===== src/rtl/fsa_queue.sv =====
`timescale 1ns / 1ps
// ----------------------------------------------------------------------------
// fsa_queue
// Two-entry word queue with push/full and pop/empty handshakes.
// ----------------------------------------------------------------------------
module fsa_queue #(
    parameter int WIDTH = 8
) (
    input  logic             clk,
    input  logic             rst_n,
    input  logic             push,
    output logic             full,
    input  logic [WIDTH-1:0] din,
    input  logic             pop,
    output logic             empty,
    output logic [WIDTH-1:0] dout
);

    logic [WIDTH-1:0] data_reg [2];
    logic             wr_ptr_reg;
    logic             wr_ptr_next;
    logic             rd_ptr_reg;
    logic             rd_ptr_next;
    logic [1:0]       count_reg;
    logic [1:0]       count_next;
    logic             do_push;
    logic             do_pop;

    assign full    = (count_reg == 2'd2);
    assign empty   = (count_reg == 2'd0);
    assign do_push = push && !full;
    assign do_pop  = pop && !empty;
    assign dout    = data_reg[rd_ptr_reg];

    // Pointer and occupancy update.
    always_comb
    begin
        wr_ptr_next = do_push ? !wr_ptr_reg : wr_ptr_reg;
        rd_ptr_next = do_pop ? !rd_ptr_reg : rd_ptr_reg;
        count_next  = count_reg;
        if (do_push && !do_pop)
        begin
            count_next = count_reg + 2'd1;
        end
        else if (do_pop && !do_push)
        begin
            count_next = count_reg - 2'd1;
        end
    end

    always_ff @(posedge clk or negedge rst_n)
    begin
        if (!rst_n)
        begin
            wr_ptr_reg <= 1'b0;
            rd_ptr_reg <= 1'b0;
            count_reg  <= 2'd0;
        end
        else
        begin
            wr_ptr_reg <= wr_ptr_next;
            rd_ptr_reg <= rd_ptr_next;
            count_reg  <= count_next;
        end
    end

    // Storage needs no reset.
    always_ff @(posedge clk)
    begin
        if (do_push)
        begin
            data_reg[wr_ptr_reg] <= din;
        end
    end

endmodule


===== config.mk =====
export PLATFORM = sky130hd
export DESIGN_NAME = fsa_queue
export DESIGN_NICKNAME = d
export VERILOG_FILES = /design/src/rtl/fsa_queue.sv
export SDC_FILE = /design/constraint.sdc
export NUM_CORES = 1
export LEC_CHECK = 0
export BUFFER_PORTS_ARGS = -buffer_cell sky130_fd_sc_hd__buf_2
export CAP_MARGIN = 5
export CORE_UTILIZATION = 44
export CTS_CLUSTER_SIZE = 28
export DETAILED_ROUTE_END_ITERATION = 10
export GPL_ROUTABILITY_DRIVEN = 0
export PLACE_DENSITY = 0.75
export REMOVE_ABC_BUFFERS = 1
export SLEW_MARGIN = 0
export SYNTH_ARGS = -nofsm -noshare
export SYNTH_HDL_FRONTEND = slang
export SYNTH_SLANG_ARGS = --single-unit
export TNS_END_PERCENT = 5

===== constraint.sdc =====
create_clock -name clk -period 1.64 [get_ports clk]
set_clock_uncertainty 0.2 [all_clocks]
set_input_delay 0 -clock clk [delete_from_list [all_inputs] [get_ports clk]]
set_output_delay 0 -clock clk [all_outputs]
set_load 0.1 [all_outputs]

# Yosys cells after proc, flatten, opt, wreduce, memory -nomap -nowiden
# Memory sizes are Yosys's and may differ from the RTL's.
# Index checks and enable logic that the tools add are counted.
# W data, S select, Z words.
[classes] add_sub_neg=2 eq_ne=1 mux=4 n_reduce_logical=12
[op_table] operator="$logic_not A1 Y1" n=6
[op_table] operator="$logic_and A1 B1 Y1" n=4
[op_table] operator="$mux W2" n=2
[op_table] operator="$add A2 B1 Y2 const B" n=1
[op_table] operator="$eq A2 B2 Y1 const B" n=1
[op_table] operator="$logic_not A2 Y1" n=1
[op_table] operator="$mux W1" n=2
[op_table] operator="$reduce_bool A2 Y1" n=1
[op_table] operator="$sub A2 B1 Y2 const B" n=1
[word_totals] register_bits=4 ram_bits=16 in_bits=12 output_inout_bits=10 word_cells=23 mem_count=1
[mem_list] memory="data_reg" words=2 word_bits=8 read_ports=1 rd_clocked_by_memory_dff=0 write_ports=1 line="19" text="logic [WIDTH-1:0] data_reg [2];"

# Depth between registers and ports, before layout
# Gate-level depths: netlist of run 1.
[depth] depth_word=7 ltp_mapped=7 mapped_depth_nobuf=7

# Least setup slack after synthesis of run 1
# Ideal clock, no wire load.
[synth_path] kind="reg2out" start="register count_reg[0]" end="output port empty" arrival_ns=1.673 required_ns=1.440 setup_slack_ns=-0.233 path_stages_with_launch=2 path_buffers=0 cell_sequence="dfrtp_1 nor2_1"
[synth_between] elab_chain_len=1
[synth_lines] element="start: declaration" line="24" text="logic [1:0] count_reg;"
[synth_lines] element="start signal: assignment" line="63" text="count_reg <= count_next;"
[synth_lines] element="$logic_not A2 Y1" line="30" text="assign empty = (count_reg == 2'd0);"
[synth_lines] element="end: declaration" line="15" text="output logic empty,"
# No other way between the ends.

# Worst setup path in the final report of run 1
[layout_path] start="register rd_ptr_reg" end="output port dout[6]"
[layout_between] elab_chain_len=1
[layout_lines] element="start: declaration" line="22" text="logic rd_ptr_reg;"
[layout_lines] element="start signal: assignment" line="62" text="rd_ptr_reg <= rd_ptr_next;"
[layout_lines] element="$mem_v2 Z2 W8"
[layout_lines] element="end: declaration" line="16" text="output logic [WIDTH-1:0] dout"
# No other way between the ends.

==> metrics.txt, run 1 <==
mapped cell area 782 sq um; met2 wire len ~710 um; GRT Overall Usage 0.161; post-synthesis sequential area ratio 0.742; run status complete, but fails checks; Num Clock Sinks 20; setup violators final 0; Critical Path AT between 1000 and 1500 ps; Top Layer Used met4; crit-path cells mux2_1, buf_4; Filler Cells Inserted around 110; CP required around 1400 ps; max incr delay on CP 510 ps; input/output buffers 21; warnings from Yosys 0; fin crit share 0.965; WL met3 roughly 53 um; Hold Crit Class in2reg; max reg flops 16; Die W approximately 44 um; Core ar. around 1600 sq um; final worst slack between 50 and 60 ps; wire per inst 12.9 um; slowest CP cell dfrtp_2; remaining antenna violation count 0; FMAX between 0.6 and 0.7 GHz; first-pass GRT wire length 2.15 mm; Num CTS Buffers 3; DRT met1 WL between 500 and 600 um; CP Max Fanout 9; Top Family by Delay on Critical Path flip-flops; Reg clk slew, reported paths about 110 ps; layout cells sized above 1 0.483; Top Ports 22; drt drc 1; die footprint roughly 1900 sq um; Placement Setup Slack -5.36 ps; HPWL after detailed placement between 800 and 900 um; pin count of the biggest net entering global routing 13; most common cell after layout, fill and taps aside edfxtp_1; Placed Area roughly 940 sq um; CP Capture Type output port; Worst Path Buf+Inv 1; CTS Root Buffer Type clkbuf_4; CTS tree built; initial antenna violation count 0; vias per cell a little under 5; worst slew margin relative to its limit 0.680; fin util 0.766; failing checks DRC; Synth Register Bits 20; Fin. Hold Viols 0; Final nets around 100; drt pass-1 iters 6; Ant. Diodes 0; die height 44.2 um; max-cap violations 0; Syn-to-layout area delta 54.4%; crit start category flop; Final Critical Period ~1600 ps; slew at the pin closest to its max-slew limit between 400 and 500 ps; vias in the first global route 494; Post-Layout Inst Area around 1200 sq um; Initial Util 0.496; DR vias 496; Iteration-0 DRC Markers 1; commonest non-fill, non-tap cells in the layout 16 x edfxtp_1, 13 x buf_2, 12 x dlygate4sd3_1; total wire length about 1.3 mm; critical path class reg2out; Mean Syn Cell Area about 18 sq um; clk_lat worst skew 300 ps; # rows 14; H-tree depth 1; CTS Buffer Depth 2; total grt overflow 0; Mapped Cells 44; post-synth cell types 15; fin. max-slew vios 0
-- through the flow --
step,std cells,setup TNS (ps),hold slack [ps]
2_1_floorplan,43,-233,-496
4_1_cts,101,0,210
3_3_place_gp,85,0,-388
5_1_grt,103,-24.4,211
6_report,103,0,215
3_5_place_dp,85,-5.36,-387
-- timing repair --
item / 4_1_cts / 5_1_grt
endpoints found under the hold margin: 23 / 0
buffers inserted: 0 / 2
endpoints found under the setup margin: 9 / 9
resized for setup: 10 / 12
hold buffers: 12 / 0
pin swaps: 0 / 0
-- routing by layer --
metal | global-route usage | vias to the layer above
met1 | 0.186 | 235
li1 | - | 243
met5 | 0 | -
met2 | 0.282 | 14
met4 | 0.0545 | 0
met3 | 0.0490 | 4
-- cell type report --
cell class	instances	area, sq um	share of cell area
well taps	16	20.0	0.0166
clock buffers	3	22.5	0.0187
inverters	2	7.51	0.00622
repair buffers	40	324	0.268
multi-input cells	21	220	0.182
clock inverters	1	30.0	0.0249
flip-flops and latches	20	583	0.483
-- logic make-up (layout without fill, tap and decap cells) --
kind of cell	after synthesis	after routing	synth area share
xor+xnor	5	5	0.0656
buf+inv	3	46	0.0160
mux	8	8	0.115
compound gates	1	1	0.00639
fa+ha+maj	1	1	0.0160
simple gates	6	6	0.0384
flops	20	20	0.742
-- synthesized netlist by cell type --
master	count	area, sq um
edfxtp_1	16	480
mux2_1	6	67.6
dfrtp_1	4	100
nor2_1	3	11.3
inv_1	2	7.51
mux2_2	2	22.5
xnor2_1	2	17.5
xor2_1	2	17.5
and3_1	1	6.26
buf_2	1	5.00
ha_1	1	12.5
nand2_2	1	6.26
nand2b_1	1	6.26
o21ai_1	1	5.00
xnor2_2	1	16.3
-- path summary, 6_finish.rpt --
check / startpoint / endpoint / slack, ps / depth (start not counted)
max in group asynchronous: rst_n / rd_ptr_reg$_DFFE_PN0P_ / 650 / 3
min in group asynchronous: rst_n / count_reg[0]$_DFFE_PN0P_ / 400 / 3
max reg2reg: count_reg[0]$_DFFE_PN0P_ / count_reg[1]$_DFFE_PN0P_ / 80 / 6
min: din[2] / data_reg[0][2]$_DFFE_PP_ / 210 / 2
max: rd_ptr_reg$_DFFE_PN0P_ / dout[6] / 60 / 2
min reg2reg: wr_ptr_reg$_DFFE_PN0P_ / wr_ptr_reg$_DFFE_PN0P_ / 340 / 1
Power of run 1 is not shown: default switching activity piles up to over one toggle a cycle in this logic, so the estimate is an artifact.
==> run 2: changes to the inputs <==
--- a/config.mk
+++ b/config.mk
@@ -11,7 +11,7 @@
 export CTS_CLUSTER_SIZE = 28
 export DETAILED_ROUTE_END_ITERATION = 10
 export GPL_ROUTABILITY_DRIVEN = 0
-export PLACE_DENSITY = 0.75
+export PLACE_DENSITY_LB_ADDON = 0.2
 export REMOVE_ABC_BUFFERS = 1
 export SLEW_MARGIN = 0
 export SYNTH_ARGS = -nofsm -noshare
==> constraint.sdc (replaced) <==
create_clock -name clk -period 1.4 [get_ports clk]
set_clock_uncertainty 0.2 [all_clocks]
set_input_delay 0 -clock clk [delete_from_list [all_inputs] [get_ports clk]]
set_output_delay 0 -clock clk [all_outputs]
set_load 0.1 [all_outputs]
==> run 2 against run 1 <==
Non-clock buffer count grew 5. First-iteration DRC count rose to 13 times the previous value. Sequential share of layout area is 5.0 points lower. Global-route usage grew 2.9 points. Die area did not move. Routed wire length increased by 18%. Hold slack better by 5.1 ps. Count of clock-buffer cells in the layout grew 1. Critical endpoint is now dout[0]. Via count up 6.7%. Flip-flop and latch count unchanged. Design area grew 12%. The run ends with setup timing left.
==> metrics.txt, run 2 (synthesized netlist as in run 1, its figures left out) <==
run status complete, but fails checks; failing checks setup timing; drt drc 0 (-1); FMAX roughly 0.64 GHz; Fin. Hold Viols 0 (unchanged); most common cell after layout, fill and taps aside edfxtp_1; Initial Util 0.496 (unchanged); Num CTS Buffers 3 (unchanged); setup violators final 18 (+18); die footprint 1950 sq um (unchanged); slew at the pin closest to its max-slew limit 210 ps (-274 ps); worst slew margin relative to its limit 0.860 (+0.180); # rows 14 (unchanged); Num Clock Sinks 20 (unchanged); crit-path cells buf_4, mux2_2, buf_12; Placement Setup Slack -155 ps (-150 ps); final worst slack -151 ps (-209 ps); total grt overflow 0 (unchanged); fin. max-slew vios 0 (unchanged); commonest non-fill, non-tap cells in the layout 16 x edfxtp_1, 12 x dlygate4sd3_1, 11 x buf_2, 11 x buf_4, 9 x buf_12; H-tree depth 1 (unchanged); Final Critical Period approximately 1600 ps; Reg clk slew, reported paths 100 ps (about the same); GRT Overall Usage 0.190 (+0.0288); CTS tree built; fin crit share 1.11; Hold Crit Class in2reg; Die W 44.2 um (unchanged); clk_lat worst skew 300 ps (about the same); initial antenna violation count 0 (unchanged); critical path class reg2out; input/output buffers 21 (unchanged); CTS Root Buffer Type clkbuf_4; first-pass GRT wire length 2.46 mm (+14%); Ant. Diodes 0 (unchanged); vias per cell 4.90 (+1.7%); max reg flops 16 (unchanged); layout cells sized above 1 0.609 (+0.126); CP Capture Type output port; max-cap violations 0 (unchanged); CP Max Fanout 4 (-5); die height 44.2 um (unchanged); Syn-to-layout area delta 72.2%; Critical Path AT 1350 ps (-30 ps); HPWL after detailed placement 866 um (-2.6%); CTS Buffer Depth 2 (unchanged); vias in the first global route 534 (+8.1%); Post-Layout Inst Area 1350 sq um (+12%); slowest CP cell dfrtp_2; crit start category flop; Core ar. 1580 sq um (unchanged); Placed Area 1010 sq um (+7.2%); r2r setup slk -150 ps (-230 ps); drt pass-1 iters 6 (unchanged); pin count of the biggest net entering global routing 12 (-1); Top Ports 22 (unchanged); remaining antenna violation count 0 (unchanged); total wire length 1.56 mm (+18%); fin util 0.854 (+0.0881); RSZ-0062 raised after global routing yes; Iteration-0 DRC Markers 13 (+12); CP required 1200 ps (-240 ps); DR vias 529 (+6.7%); max incr delay on CP 380 ps (-130 ps); wire per inst 14.5 um (+12%); Final nets 106 (+5.0%)
==> run 2: cell type report <==
class | instances | area [sq um]
inverter | 2 | 10.0
fill | 75 | 230
sequential | 20 | 583
clock buffer | 4 | 26.3
multi-input combinational | 21 | 246
tap | 16 | 20.0
timing repair buffer | 45 | 460
==> run 2: worst paths after layout <==
| path | from | end | depth (start not counted) |
|---|---|---|---|
| setup / recovery | rd_ptr_reg$_DFFE_PN0P_ | dout[0] | 3 |
| hold / removal | din[2] | data_reg[1][2]$_DFFE_PP_ | 2 |
| setup reg to reg | count_reg[0]$_DFFE_PN0P_ | count_reg[1]$_DFFE_PN0P_ | 7 |
| hold reg to reg | wr_ptr_reg$_DFFE_PN0P_ | wr_ptr_reg$_DFFE_PN0P_ | 2 |
| max in group asynchronous | rst_n | count_reg[1]$_DFFE_PN0P_ | 3 |
| min in group asynchronous | rst_n | wr_ptr_reg$_DFFE_PN0P_ | 3 |
==> run 2: routing by layer <==
| layer | GRT usage | up-vias | part of all wire |
|---|---|---|---|
| met3 | 0.0490 | 2 | 0.031 |
| met1 | 0.200 | 257 | 0.39 |
| met5 | 0 | - | 0 |
| met2 | 0.347 | 16 | 0.56 |
| met4 | 0.0909 | 0 | 0.016 |
| li1 | - | 254 | - |
==> run 2: through the flow <==
step | TNS (ps) | hold slack [ps] | instances
floorplan | -2830 | -496 | 43
CTS | -1760 | 210 | 108
global placement | -1310 | -389 | 90
detailed placement | -1400 | -392 | 90
finish | -1850 | 220 | 108
global route | -2810 | 206 | 108
==> run 2: what timing repair did <==
| action | CTS | global route |
|---|---|---|
| hold endpoints to repair | 23 | 0 |
| setup endpoints to repair | 28 | 20 |
| gates resized for setup | 52 | 4 |
| hold buffers | 12 | 0 |
| pin swaps | 4 | 2 |
| setup buffers | 2 | 0 |
| gates cloned | 0 | 0 |
==> run 2: critical path, delay by kind of cell (launching register included) <==
family,cells,cell delay [ps]
mux,1,360
flops,1,380
buf+inv,2,310
Power of run 2 is left out for the same reason.
==> run 3: changes to the inputs <==
--- a/config.mk
+++ b/config.mk
@@ -7,7 +7,7 @@
 export LEC_CHECK = 0
 export BUFFER_PORTS_ARGS = -buffer_cell sky130_fd_sc_hd__buf_2
 export CAP_MARGIN = 5
-export CORE_UTILIZATION = 44
+export CORE_UTILIZATION = 52
 export CTS_CLUSTER_SIZE = 28
 export DETAILED_ROUTE_END_ITERATION = 10
 export GPL_ROUTABILITY_DRIVEN = 0
==> constraint.sdc (replaced) <==
create_clock -name clk -period 1.8 [get_ports clk]
set_clock_uncertainty 0.2 [all_clocks]
set_input_delay 0 -clock clk [delete_from_list [all_inputs] [get_ports clk]]
set_output_delay 0 -clock clk [all_outputs]
set_load 0.1 [all_outputs]
==> run 3 against run 2 <==
The run now ends clean. Count of clock-buffer cells in the layout is the same. Critical path depth rose by 3. Final cell count shrank 11%. Critical path type is now reg2reg. Highest routed layer is now met3.
==> metrics.txt, run 3 (synthesized netlist as in run 1, its figures left out) <==
run status finished clean; Die W 40.8 um (-7.6%); HPWL after detailed placement 830 um (-4.2%); R2R cell count 6 (-1); Syn-to-layout area delta 35.5%; layout cells sized above 1 0.395 (-0.214); Reg clk slew, reported paths 100 ps (about the same); worst hold stages 2 (unchanged); max-cap violations 0 (unchanged); crit start category flop; CP Capture Type flop; fin crit share 0.931; Ant. Diodes 0 (unchanged); RSZ-0062 raised after global routing no; DR vias 459 (-13%); die height 40.8 um (-7.6%); total wire length 1.27 mm (-19%); Final nets 95 (-10%); Fin. Hold Viols 0 (unchanged); Iteration-0 DRC Markers 3 (-10); max incr delay on CP 460 ps (+80 ps); Num CTS Buffers 3 (unchanged); most common cell after layout, fill and taps aside buf_2; Critical Path AT 1690 ps (+340 ps); vias per cell 4.78 (-2.4%); wire per inst 13.2 um (-8.8%); setup violators final 0 (-18); Core ar. 1350 sq um (-14%); crit-path cells nand2b_1, nand2_2, inv_1, ha_1, nor2_2, xor2_1; CP required 1820 ps (+620 ps); FMAX 0.597 GHz; max reg flops 16 (unchanged); commonest non-fill, non-tap cells in the layout 21 x buf_2, 16 x edfxtp_1, 12 x dlygate4sd3_1; slew at the pin closest to its max-slew limit 484 ps (+274 ps); vias in the first global route 411 (-23%); die footprint 1660 sq um (-15%); drt drc 0 (unchanged); Hold Crit Class in2reg; CTS tree built; CTS Buffer Depth 2 (unchanged); Top Family by Delay on Critical Path flip-flops; drt pass-1 iters 2 (-4); Worst Path Buf+Inv 1 (-1); # rows 13 (-1); Num Clock Sinks 20 (unchanged); CTS Root Buffer Type clkbuf_4; pin count of the biggest net entering global routing 12 (unchanged); critical path class reg2reg; WP depth 6 (+3); total grt overflow 0 (unchanged); slowest CP cell dfrtp_2; Filler Cells Inserted 78 (+4.0%); FF/Latch Area 583 sq um (unchanged); remaining antenna violation count 0 (unchanged); fin. max-slew vios 0 (unchanged); Initial Util 0.579 (+0.0832); clk_lat worst skew 280 ps (-20 ps); area of the multi-input gates 191 sq um (-22%); CP Max Fanout 5 (+1); Final Critical Period about 1700 ps; Top Ports 22 (unchanged); first-pass GRT wire length 1.86 mm (-24%); Placed Area 908 sq um (-9.8%); input/output buffers 21 (unchanged); worst slew margin relative to its limit 0.679 (-0.181); Post-Layout Inst Area 1060 sq um (-21%); GRT Overall Usage 0.183 (-0.00611); initial antenna violation count 0 (unchanged); H-tree depth 1 (unchanged); fin util 0.785 (-0.0690)
-- run 3: changes by cell type in the layout (fill, tap and decap cells not counted), moves of 2 or more --
cell and change:
buf_4 -10, buf_12 -9, mux2_4 -2, nor2_4 -2
buf_2 +10, buf_6 -2, mux2_2 -4, mux2_1 +6
nor2_1 +2
-- run 3: worst paths after layout --
check                                      endpoint  slack (ps)                      from
setup / recovery           count_reg[1]$_DFFE_PN0P_         120  count_reg[0]$_DFFE_PN0P_
hold / removal             data_reg[1][4]$_DFFE_PP_         240                    din[4]
setup reg to reg           count_reg[1]$_DFFE_PN0P_         120  count_reg[0]$_DFFE_PN0P_
hold reg to reg              wr_ptr_reg$_DFFE_PN0P_         330    wr_ptr_reg$_DFFE_PN0P_
max in group asynchronous  count_reg[0]$_DFFE_PN0P_         820                     rst_n
min in group asynchronous    wr_ptr_reg$_DFFE_PN0P_         400                     rst_n
-- run 3: layer usage --
metal,track usage,part of all wire
met2,0.293,0.52
met4,0.0750,0
met3,0.0489,0.029
met1,0.235,0.45
met5,0,0
-- run 3: per-stage QoR --
stage          setup slack (ps)  TNS (ps)  std cells  hold WS [ps]
2_1_floorplan             -73.1     -73.1         43          -496
6_report                    125         0         96           240
5_1_grt                    29.4         0         96           222
3_3_place_gp                151         0         80          -394
4_1_cts                    35.1         0         96           221
3_5_place_dp               94.5         0         80          -390
-- run 3: timing repair --
action	CTS	global route
hold buffers	12	0
endpoints found under the hold margin	25	0
setup endpoints to repair	0	8
buffers inserted	0	0
resized for setup	0	3
-- run 3: layout make-up --
| cell class | count | share of cell area |
|---|---|---|
| Sequential cell | 20 | 0.550 |
| Multi-Input combinational cell | 21 | 0.181 |
| Inverter | 2 | 0.00708 |
| Timing Repair Buffer | 34 | 0.220 |
| Clock buffer | 4 | 0.0248 |
| Tap cell | 15 | 0.0177 |
Power of run 3 is left out for the same reason.
