File: src/rtl/fsa_pkg.sv
`timescale 1ns / 1ps
// ----------------------------------------------------------------------------
// fsa_pkg
// Shared types and constants for the fixed-size slot allocator.
// ----------------------------------------------------------------------------
package fsa_pkg;

    // Request kinds on the input word.
    localparam logic OP_ALLOC = 1'b0;
    localparam logic OP_FREE  = 1'b1;

    // Result status codes.
    localparam logic [2:0] ST_REUSED = 3'd0;
    localparam logic [2:0] ST_FRESH  = 3'd1;
    localparam logic [2:0] ST_FREED  = 3'd2;
    localparam logic [2:0] ST_NULL   = 3'd3;
    localparam logic [2:0] ST_OOR    = 3'd4;
    localparam logic [2:0] ST_FULL   = 3'd5;

    // Configuration register indexes.
    localparam logic [1:0] CFG_SLOT_SIZE     = 2'd0;
    localparam logic [1:0] CFG_REGION_BASE   = 2'd1;
    localparam logic [1:0] CFG_REGION_BLOCKS = 2'd2;

    // Field widths and fixed limits.
    localparam int SLOT_W   = 13;
    localparam int BLOCKS_W = 17;
    localparam int ADDR_W   = 32;

    localparam logic [SLOT_W-1:0] SLOT_MIN     = 13'd8;
    localparam logic [SLOT_W-1:0] SLOT_MAX     = 13'd4096;
    localparam logic [ADDR_W-1:0] HEADER_BYTES = 32'd8;

    // Input word.
    typedef struct packed {
        logic              op;
        logic [ADDR_W-1:0] addr;
    } fsa_req_t;

    // Result word.
    typedef struct packed {
        logic [ADDR_W-1:0] slot_addr;
        logic [2:0]        status;
    } fsa_res_t;

    // Request class decided by the front end.
    typedef enum logic [1:0] {
        K_ALLOC = 2'd0,
        K_FREE  = 2'd1,
        K_NULL  = 2'd2
    } fsa_kind_t;

    // Classified word passed from front to back.
    typedef struct packed {
        fsa_kind_t         kind;
        logic [ADDR_W-1:0] addr;
    } fsa_cmd_t;

    // Effective configuration seen by the back end.
    typedef struct packed {
        logic [SLOT_W-1:0]   slot;
        logic [ADDR_W-1:0]   region_base;
        logic [BLOCKS_W-1:0] region_blocks;
    } fsa_cfg_t;

endpackage

File: src/rtl/fsa_queue.sv
`timescale 1ns / 1ps
// ----------------------------------------------------------------------------
// fsa_queue
// Two-entry word queue with push/full and pop/empty handshakes.
// ----------------------------------------------------------------------------
module fsa_queue #(
    parameter int WIDTH = 8
) (
    input  logic             clk,
    input  logic             rst_n,
    input  logic             push,
    output logic             full,
    input  logic [WIDTH-1:0] din,
    input  logic             pop,
    output logic             empty,
    output logic [WIDTH-1:0] dout
);

    logic [WIDTH-1:0] data_reg [2];
    logic             wr_ptr_reg;
    logic             wr_ptr_next;
    logic             rd_ptr_reg;
    logic             rd_ptr_next;
    logic [1:0]       count_reg;
    logic [1:0]       count_next;
    logic             do_push;
    logic             do_pop;

    assign full    = (count_reg == 2'd2);
    assign empty   = (count_reg == 2'd0);
    assign do_push = push && !full;
    assign do_pop  = pop && !empty;
    assign dout    = data_reg[rd_ptr_reg];

    // Pointer and occupancy update.
    always_comb
    begin
        wr_ptr_next = do_push ? !wr_ptr_reg : wr_ptr_reg;
        rd_ptr_next = do_pop ? !rd_ptr_reg : rd_ptr_reg;
        count_next  = count_reg;
        if (do_push && !do_pop)
        begin
            count_next = count_reg + 2'd1;
        end
        else if (do_pop && !do_push)
        begin
            count_next = count_reg - 2'd1;
        end
    end

    always_ff @(posedge clk or negedge rst_n)
    begin
        if (!rst_n)
        begin
            wr_ptr_reg <= 1'b0;
            rd_ptr_reg <= 1'b0;
            count_reg  <= 2'd0;
        end
        else
        begin
            wr_ptr_reg <= wr_ptr_next;
            rd_ptr_reg <= rd_ptr_next;
            count_reg  <= count_next;
        end
    end

    // Storage needs no reset.
    always_ff @(posedge clk)
    begin
        if (do_push)
        begin
            data_reg[wr_ptr_reg] <= din;
        end
    end

endmodule

File: src/rtl/fsa_front.sv
`timescale 1ns / 1ps
// ----------------------------------------------------------------------------
// fsa_front
// Accepts request words, classifies them and queues them for the back end.
// ----------------------------------------------------------------------------
module fsa_front (
    input  logic             clk,
    input  logic             rst_n,
    input  logic             push,
    output logic             full,
    input  fsa_pkg::fsa_req_t req,
    output logic             cmd_empty,
    output fsa_pkg::fsa_cmd_t cmd,
    input  logic             cmd_pop
);

    fsa_pkg::fsa_cmd_t                     cls;
    logic [$bits(fsa_pkg::fsa_cmd_t)-1:0]  q_dout;

    // A free of the null address is marked so the back end drops it at once.
    always_comb
    begin
        cls.addr = req.addr;
        if (req.op == fsa_pkg::OP_FREE)
        begin
            cls.kind = (req.addr == '0) ? fsa_pkg::K_NULL : fsa_pkg::K_FREE;
        end
        else
        begin
            cls.kind = fsa_pkg::K_ALLOC;
        end
    end

    fsa_queue #(
        .WIDTH($bits(fsa_pkg::fsa_cmd_t))
    ) u_cmd_queue (
        .clk   (clk),
        .rst_n (rst_n),
        .push  (push),
        .full  (full),
        .din   (cls),
        .pop   (cmd_pop),
        .empty (cmd_empty),
        .dout  (q_dout)
    );

    assign cmd = fsa_pkg::fsa_cmd_t'(q_dout);

endmodule

File: config.mk
export PLATFORM = sky130hd
export DESIGN_NAME = fsa_front
export DESIGN_NICKNAME = d
export VERILOG_FILES = /design/src/rtl/fsa_pkg.sv /design/src/rtl/fsa_queue.sv /design/src/rtl/fsa_front.sv
export SDC_FILE = /design/constraint.sdc
export NUM_CORES = 1
export LEC_CHECK = 0
export ABC_AREA = 1
export BUFFER_PORTS_ARGS = -buffer_cell sky130_fd_sc_hd__buf_2
export CORE_UTILIZATION = 42
export DETAILED_ROUTE_END_ITERATION = 8
export PLACE_DENSITY = 0.66
export SYNTH_ARGS = -nofsm -noshare
export SYNTH_HDL_FRONTEND = slang
export SYNTH_SLANG_ARGS = --single-unit
File: constraint.sdc
create_clock -name clk -period 2.9 [get_ports clk]
set_input_delay 0.29 -clock clk [delete_from_list [all_inputs] [get_ports clk]]
set_output_delay 0.29 -clock clk [all_outputs]
set_load 0.005 [all_outputs]
======== Yosys cells after proc, flatten, opt, wreduce, memory -nomap -nowiden ========
Memories as Yosys holds them, arrays and structs flattened.
Index checks and enable logic that the tools add are counted.
storage, ports and cells
  register bits ........................... 4
  memory bits (writable) .................. 68
  bits of input ports ..................... 37
  output and inout port bits .............. 36
  logic and storage cells ................. 26
  memories kept ........................... 1
memory list
  memory                words  bits a word  rd ports  clocked after memory_dff  write ports  line             source
  u_cmd_queue.data_reg  2      34           1         0                         1            fsa_queue.sv:19  logic [WIDTH-1:0] data_reg [2];
cells by class
  $add $sub $neg .......................... 2
  equality and inequality tests ........... 1
  mux-type cells .......................... 6
  reductions and logical operators ........ 13
operators by type and width
  operator             count
  $logic_not 32->1     1
  $mux 2               4
  $logic_not 1->1      6
  $logic_and 1x1->1    4
  $add 2x1->2 const B  1
  $eq 2x2->1 const B   1
  $logic_not 2->1      1
  $mux 1               2
  $reduce_bool 2->1    1
  $sub 2x1->2 const B  1

======== Logic depth before layout (Yosys ltp) ========
Gate-level depths: netlist of run 1.
  word-level depth ........................ 7
  gate-level depth with buffers ........... 7
  depth with buffers taken out ............ 7

======== Cells and area by module ========
Synthesis of run 1 repeated with hierarchy kept, for this count alone.
second synthesis, totals
  cell total of the unflattened synthesis .. 243
  area, all modules ....................... 2845.2 um^2
by module, submodules not included
  module     instances  cells an instance  area an instance (um^2)  sequential area each (um^2)
  fsa_queue  1          209                2711.4                   2142.1
  fsa_front  1          34                 133.9                    0.0

======== Least setup slack after synthesis of run 1 ========
No wires, ideal clock.
  path kind ............................... reg-to-reg
  from .................................... register u_cmd_queue.count_reg[1]
  to ...................................... memory u_cmd_queue.data_reg[1][0] in the netlist's numbering (enable)
  setup time .............................. 427 ps
  data arrival time ....................... 2038 ps
  required time ........................... 2473 ps
  slack ................................... 436 ps
  cell stages (with the launch flop) ...... 4
  path buffers ............................ 0
  clock period less this slack ............ 2464 ps
  path through ............................ dfrtp_1 > inv_1 > o21ai_2 > nor2_1
on the way
  longest elaborated chain between the ends .. 5
ends and longest elaborated chain
  what                          line             source
  start: declaration            fsa_queue.sv:24  logic [1:0] count_reg;
  start signal: assignment      fsa_queue.sv:63  count_reg <= count_next;
  $eq 2x2->1                    fsa_queue.sv:29  assign full = (count_reg == 2'd2);
  $logic_not 1->1               fsa_queue.sv:31  assign do_push = push && !full;
  $logic_and 1x1->1             fsa_queue.sv:31
  $mux 1                        fsa_queue.sv:70  if (do_push)
  $mux 1 (not written as such)  fsa_queue.sv:72  data_reg[wr_ptr_reg] <= din;
  end: declaration              fsa_queue.sv:19
Every way passes these cells.

==> results of run 1 <==
==> per-layer routing <==
metal | GRT usage | vias up | routed length, um
li1 | - | 931 | -
met1 | 0.192 | 807 | 2190
met2 | 0.256 | 54 | 2440
met3 | 0.0396 | 11 | 268
met4 | 0.0878 | 0 | 104
met5 | 0 | - | 0
==> power groups by stage <==
| stage | Combinational, mW | Clock (mW) | Sequential, mW |
|---|---|---|---|
| final | 0.990 | 0.739 | 1.50 |
| after CTS | 1.03 | 0.758 | 1.50 |
| after global placement | 1.00 | 0 | 1.51 |
| after global routing | 1.13 | 0.812 | 1.52 |
| after floorplan | 0.595 | 0 | 1.51 |
| after detailed placement | 1.02 | 0 | 1.52 |
==> stage by stage <==
stage / hold slack (ns) / cells / setup slack (ns)
after floorplan: -0.00559 / 234 / 0.436
after global placement: 0.101 / 380 / 1.24
after detailed placement: 0.103 / 380 / 1.21
after CTS: 0.140 / 397 / 1.07
after global routing: 0.134 / 397 / 0.928
final: 0.154 / 397 / 1.11
==> cell families (layout without fill, tap and decap cells) <==
kind of cell               Yosys count  count (layout)
xor gates and xnor gates             3               3
AOI/OAI and AO/OA                    4               4
buffers and inverters               13              99
DFF                                 72              72
adders and majority gates            1               1
and+or+nand+nor                    141             141
==> area by class of cell <==
cell class / instances / area [sq um]
well taps: 77 / 96.3
fillers: 573 / 2930
inverters: 6 / 22.5
repair buffers: 77 / 400
clock buffers: 10 / 128
multi-input cells: 149 / 612
clock inverters: 6 / 60.1
flip-flops and latches: 72 / 2140
==> worst max path at each step <==
stage                                         start  slack (ns)  cells after the start                                     to
2_1_floorplan  u_cmd_queue.count_reg[1]$_DFFE_PN0P_        0.44                      3   u_cmd_queue.data_reg[1][0]$_DFFE_PP_
3_3_place_gp   u_cmd_queue.count_reg[1]$_DFFE_PN0P_        1.24                      4  u_cmd_queue.data_reg[1][19]$_DFFE_PP_
3_5_place_dp   u_cmd_queue.count_reg[1]$_DFFE_PN0P_        1.21                      4  u_cmd_queue.data_reg[0][24]$_DFFE_PP_
4_1_cts          u_cmd_queue.rd_ptr_reg$_DFFE_PN0P_        1.07                      4                                cmd[24]
5_1_grt          u_cmd_queue.rd_ptr_reg$_DFFE_PN0P_        0.93                      4                                cmd[18]
6_report         u_cmd_queue.rd_ptr_reg$_DFFE_PN0P_        1.11                      4                                cmd[26]
==> timing repair <==
item	CTS	global route
hold endpoints to repair	4	0
resized for setup	0	0
hold buffers	1	0
==> cells in the final DEF (no fill, tap or decap), types with 3 or more instances in the layout <==
cell type and count:
buf_2 72, buf_4 4, clkbuf_8 9, clkinv_2 3, dfrtp_1 4, edfxtp_1 68, inv_1 4, nand2_1 112
nor2_1 26
==> parameters.txt, run 1 <==
Parameter                              Value

Synth
  Library cell with the largest summed area after synthesis ... edfxtp_1
  Mux contribution to synthesized area ... 0
  Count of yosys warnings during synthesis ... 0
  Synth top area share ... 0.728
  Number of register bits inferred by synthesis ... 72
  Post-synth EDFFs ... 68
  Share of async-settable or async-resettable flops after synthesis ... 0.0556
  Xor-xnor portion of the synthesized cell area ... 0.00937
  Part of the Yosys area used for sequential elements ... 0.764
  Net count after synthesis ... about 270
  Main combinational cell family by area after synthesis ... simple AND/OR/NAND/NOR gates
  Share of the synthesized area in compound gates (AO/OA/AOI/OAI) ... 0.00982
  Count of mapped cells out of synthesis ... about 230
  Primary flip-flop cell chosen by synthesis mapping ... edfxtp_1
  Summed instance area of the synthesized netlist ... roughly 2800 sq um
  Most frequent cells after synthesis ... 112 x nand2_1, 68 x edfxtp_1, 28 x nor2_1
  Main area contributors after synthesis ... edfxtp_1 73%, nand2_1 15%, nor2_1 3.7%
  Syn Area/Cell ... 12.0 sq um
  Post-Synth Simple-Gate Area ... 0.189
  Synthesized-area fraction occupied by adder cells ... 0.00446
  Yosys cell types ... 15
  Most numerous cell in the Yosys netlist ... nand2_1

Global route
  Total global routing overflow ... 0
  Via count of the first global-routing pass ... 1715
  Largest net degree at the start of global routing ... 36
  Wire length of the first global-routing pass ... 8.11 mm
  Antenna violations before repair ... 0
  Global-route usage over all layers ... 0.157

Worst setup path
  Master of the slowest instance on the critical path ... inv_2
  Maximum fanout along the worst path ... 35
  Most frequent CP cell ... nand2_1
  Endpoint class of the critical path ... output pin
  Register-to-register setup slack ... between 1 and 1.5 ns
  CP cell instances ... inv_2, nand2_1, nand2_1, buf_2
  Kind of critical path ... reg2out
  Required time reported for the critical path endpoint ... roughly 2.6 ns
  Critical path data arrival time ... around 1.5 ns
  Capture point of the worst reg-to-reg path ... u_cmd_queue.count_reg[1]$_DFFE_PN0P_
  Origin of the critical flop-to-flop path ... u_cmd_queue.count_reg[0]$_DFFE_PN0P_
  Worst Path Buf+Inv ... 2
  Delay of the slowest cell on the worst path ... ~0.46 ns
  Setup crit start kind ... flip-flop
  Crit path max-delay family ... buffers and inverters
  Worst reg2reg path depth ... 6

Placement
  Half-perimeter wire length after placement ... 3.37 mm
  Post-Place Cell Area ... roughly 3300 sq um
  Quantity of I/O buffers inserted on ports ... just over 70
  Global placer's final weighted congestion ... between 0.7 and 0.8

Clock network
  Number of buffers created by CTS ... 9
  Clock-pin slew on the worst setup and hold paths ... roughly 0.070 ns
  Clock tree root driver cell ... clkbuf_8
  Clock buffer depth ... 2
  Post-CTS Setup Bufs ... 0
  TritonCTS clock tree ... done
  Source-to-sink clock delay at the later pin of the worst-skew pair ... 0.33 ns
  Total number of H-tree levels ... 3
  Number of sinks driven by the clock tree ... 72

Final layout
  Fraction of final layout cells sized beyond drive strength 1 ... 0.303
  Flip-flop count of the largest register, all copies and words added ... around 70
  Layout net count ... ~350
  Finished Core Util ... 0.542
  Post-Layout Inst Area ... 3460 sq um
  Antenna diodes ... 0
  Area growth syn-to-layout ... 23.4%

Power and ir drop
  Int Pwr ... 2.19 mW
  Total power per unit cell area ... 932 nW/um^2
  Part of the power in combinational logic ... 0.307
  Power Total ... between 3 and 4 mW
  Net switching share of the total power ... 0.322
  Clock network fraction of total power ... 0.229
  Part of the power in registers ... 0.464
  Sw power ... between 1 and 1.5 mW
  Leakage power summed over all cells ... roughly 1.5 nW
  VDD IR-drop max ... between 0.4 and 0.5 mV

Worst hold path
  Launch instance of the worst min-delay path ... req[5]
  Endpoint with the worst hold slack ... u_cmd_queue.data_reg[1][5]$_DFFE_PP_
  Worst hold path depth ... 1
  Type of the tightest min-delay check ... in2reg

Die
  Total die area ... 7010 sq um
  Row cnt ... 29
  Boundary Pins ... 73
  Initial cell density of the core ... 0.439
  Height of the chip ... approximately 84 um
  Core Region ... between 6000 and 7000 sq um
  Die extent in x ... ~84 um

STA
  RSZ-0062 raised after global routing ... false
  Fraction of the cycle the final worst path needs ... 0.616
  Finish-stage setup viols ... 0
  Final critical delay including setup and external delays ... between 1.5 and 2 ns
  Actual transition at the worst max-transition pin ... roughly 0.60 ns
  Final count of pins violating max slew ... 0
  Number of endpoints with negative hold slack in the final report ... 0
  Final total negative setup slack ... 0 ns
  Clock skew after layout ... about 0.003 ns
  Relative max-transition margin ... 0.596
  Upper clock frequency limit ... between 500 and 600 MHz

Outcome
  Result of the run ... finished clean

Detailed routing
  Post-route ant nets ... 0
  Iteration count of the initial detailed-routing pass ... 4
  Via Count ... ~1800
  Average vias per placed instance ... ~4.5
  DR DRC count ... 0
  Routed WL ... approximately 5.0 mm
  Violation count after the first detailed-routing iteration ... about 120
  Wire length per cell ... roughly 13 um

Job
  Max-cap check violation count ... 0
Power figures use the tool's default switching activity.
==> inputs of run 2 (changes only) <==
--- a/config.mk
+++ b/config.mk
@@ -9,7 +9,7 @@
 export BUFFER_PORTS_ARGS = -buffer_cell sky130_fd_sc_hd__buf_2
 export CORE_UTILIZATION = 42
 export DETAILED_ROUTE_END_ITERATION = 8
-export PLACE_DENSITY = 0.66
+export PLACE_DENSITY = 0.68
 export SYNTH_ARGS = -nofsm -noshare
 export SYNTH_HDL_FRONTEND = slang
 export SYNTH_SLANG_ARGS = --single-unit
==> constraint.sdc (replaced) <==
create_clock -name clk -period 1.5 [get_ports clk]
set_input_delay 0.15 -clock clk [delete_from_list [all_inputs] [get_ports clk]]
set_output_delay 0.15 -clock clk [all_outputs]
set_load 0.005 [all_outputs]
==> run 2 against run 1 <==
Critical path type unchanged. First-iteration DRC count decreased by 34%. Final area increased by 3.5%. Critical path depth increased by 1. Clock skew increased by 0.0034 ns. Total power increased by 100%.
==> parameters.txt, run 2 (same netlist as run 1, synthesis figures left out) <==
Parameter                              Value

Outcome
  Result of the run ... finished clean

Final layout
  Most common cell after layout, fill and taps aside ... nand2_1
  Post-Layout Inst Area ... 3580 sq um (+3.5%)
  Fillers ... 563 (-1.7%)
  Finished Core Util ... 0.561 (+0.0192)
  Most frequent cells in the layout ... 112 x nand2_1, 72 x buf_2, 68 x edfxtp_1
  Flip-flop count of the largest register, all copies and words added ... 68 (unchanged)
  Final Non-Filler Cells ... 404 (+1.8%)
  Layout net count ... 360 (+2.0%)
  Fraction of final layout cells sized beyond drive strength 1 ... 0.321 (+0.0180)
  Area growth syn-to-layout ... 27.8%
  Antenna diodes ... 0 (unchanged)

Power and ir drop
  Total power per unit cell area ... 1800 nW/um^2 (+94%)
  Leakage power summed over all cells ... 1.54 nW (+2.6%)
  VDD IR-drop max ... 0.835 mV (+76%)
  Power Total ... 6.46 mW (+100%)

STA
  Fraction of the cycle the final worst path needs ... 0.947
  Final critical delay including setup and external delays ... 1.42 ns
  Upper clock frequency limit ... about 700 MHz
  Actual transition at the worst max-transition pin ... 0.213 ns (-0.391 ns)
  Worst Setup Slack, final ... 0.0799 ns (-1.03 ns)
  Clock skew after layout ... 0.00646 ns (+0.00343 ns)
  Relative max-transition margin ... 0.857 (+0.260)
  Final count of pins violating max slew ... 0 (unchanged)
  Finish-stage setup viols ... 0 (unchanged)
  RSZ-0062 raised after global routing ... true
  Number of endpoints with negative hold slack in the final report ... 0 (unchanged)

Placement
  Post-Place Cell Area ... 3370 sq um (+3.3%)
  Global placer's final weighted congestion ... 0.730 (-5.2%)
  Half-perimeter wire length after placement ... 3.60 mm (+6.8%)
  Quantity of I/O buffers inserted on ports ... 72 (unchanged)
  Placed instance count ... 385 (+1.3%)
  Place WS ... 0.0420 ns (-1.17 ns)

Worst setup path
  Crit path from ... u_cmd_queue.rd_ptr_reg$_DFFE_PN0P_
  Kind of critical path ... reg2out
  Most frequent CP cell ... nand2_1
  Delay of the slowest cell on the worst path ... 0.42 ns (-0.04 ns)
  Maximum fanout along the worst path ... 15 (-57%)
  Crit path max-delay family ... flip-flops
  Worst reg2reg path depth ... 5 (-1)
  CP cell instances ... clkinv_4, buf_12, nand2_1, nand2_1, buf_2
  Worst Setup EP ... cmd[29]
  Critical path data arrival time ... 1.27 ns (-0.23 ns)
  Origin of the critical flop-to-flop path ... u_cmd_queue.count_reg[0]$_DFFE_PN0P_
  Required time reported for the critical path endpoint ... 1.35 ns (-1.26 ns)
  Register-to-register setup slack ... 0.09 ns (-1.14 ns)
  WP depth ... 5 (+1)
  Master of the slowest instance on the critical path ... dfrtp_2
  Endpoint class of the critical path ... output pin
  Capture point of the worst reg-to-reg path ... u_cmd_queue.count_reg[1]$_DFFE_PN0P_
  Setup crit start kind ... flip-flop
  Worst Path Buf+Inv ... 3 (+1)

Worst hold path
  Type of the tightest min-delay check ... in2reg

Detailed routing
  Average vias per placed instance ... 4.62 (+1.7%)
  Iteration count of the initial detailed-routing pass ... 4 (unchanged)
  Violation count after the first detailed-routing iteration ... 81 (-34%)
  Uppermost metal layer occupied by signal nets ... met4
  Length of routed wiring on met1 ... 2.23 mm (+2.1%)
  Amount of wire on met2 after detailed routing ... 2.60 mm (+6.6%)
  Post-route ant nets ... 0 (unchanged)
  Wire length per cell ... 13.0 um (+3.4%)
  Routed WL ... 5.26 mm (+5.2%)
  Sum of met3 wire segment lengths after detailed routing ... 302 um (+13%)
  Via Count ... 1866 (+3.5%)
  DR DRC count ... 0 (unchanged)

Global route
  Via count of the first global-routing pass ... 1781 (+3.8%)
  Total global routing overflow ... 0 (unchanged)
  Largest net degree at the start of global routing ... 21 (-42%)
  Global-route usage over all layers ... 0.161 (+0.00388)
  Antenna violations before repair ... 0 (unchanged)
  Wire length of the first global-routing pass ... 8.38 mm (+3.3%)

Clock network
  Clock buffer depth ... 2 (unchanged)
  Number of sinks driven by the clock tree ... 72 (unchanged)
  Number of buffers created by CTS ... 9 (unchanged)
  Source-to-sink clock delay at the later pin of the worst-skew pair ... 0.33 ns (about the same)
  Clock tree root driver cell ... clkbuf_8
  Clock-pin slew on the worst setup and hold paths ... 0.07 ns (about the same)
  Total number of H-tree levels ... 3 (unchanged)
  TritonCTS clock tree ... done

Die
  Total die area ... 7010 sq um (unchanged)
  Initial cell density of the core ... 0.439 (unchanged)
  Boundary Pins ... 73 (unchanged)
  Height of the chip ... 83.7 um (unchanged)
  Core Region ... 6390 sq um (unchanged)
  Die extent in x ... 83.7 um (unchanged)
  Row cnt ... 29 (unchanged)

Job
  Max-cap check violation count ... 0 (unchanged)
[run 2: power by group]
part	switching (mW)	internal, mW	total (mW)
Sequential	0.174	2.75	2.92
Combinational	1.28	1.01	2.29
Clock	0.656	0.591	1.25
Total	2.11	4.35	6.46
[run 2: stage by stage]
step | hold WS, ns | TNS, ns
finish | 0.0156 | 0
global placement | -0.0371 | 0
detailed placement | -0.0313 | 0
global route | 0.00488 | -0.0279
CTS | 0.00254 | 0
floorplan | -0.146 | -0.418
[run 2: layout make-up]
class | count | area [sq um] | share of cell area
repair buffers | 84 | 527 | 0.147
well taps | 77 | 96.3 | 0.0269
multi-input cells | 149 | 632 | 0.176
flip-flops and latches | 72 | 2140 | 0.598
clock buffers | 12 | 135 | 0.0377
clock inverters | 4 | 21.3 | 0.00594
inverters | 6 | 27.5 | 0.00768
[run 2: worst min-delay path by stage]
stage / startpoint / end / slack (ns) / depth (start not counted)
after floorplan: rst_n / u_cmd_queue.count_reg[0]$_DFFE_PN0P_ / -0.15 / 0
after global placement: rst_n / u_cmd_queue.count_reg[1]$_DFFE_PN0P_ / -0.04 / 1
after detailed placement: rst_n / u_cmd_queue.count_reg[1]$_DFFE_PN0P_ / -0.03 / 1
after CTS: req[1] / u_cmd_queue.data_reg[1][1]$_DFFE_PP_ / 0.003 / 1
after global routing: req[18] / u_cmd_queue.data_reg[1][18]$_DFFE_PP_ / 0.005 / 1
final: req[3] / u_cmd_queue.data_reg[0][3]$_DFFE_PP_ / 0.02 / 1
[run 2: timing repair]
action	in CTS	in global routing
hold buffers	1	0
endpoints found under the hold margin	4	0
gates resized for setup	2	6
setup endpoints to repair	19	34
setup buffers	0	2
[run 2: routing by layer]
metal / vias to the layer above / GRT usage
met5: - / 0
met4: 0 / 0.0770
met3: 11 / 0.0455
met2: 59 / 0.258
met1: 846 / 0.203
li1: 950 / -
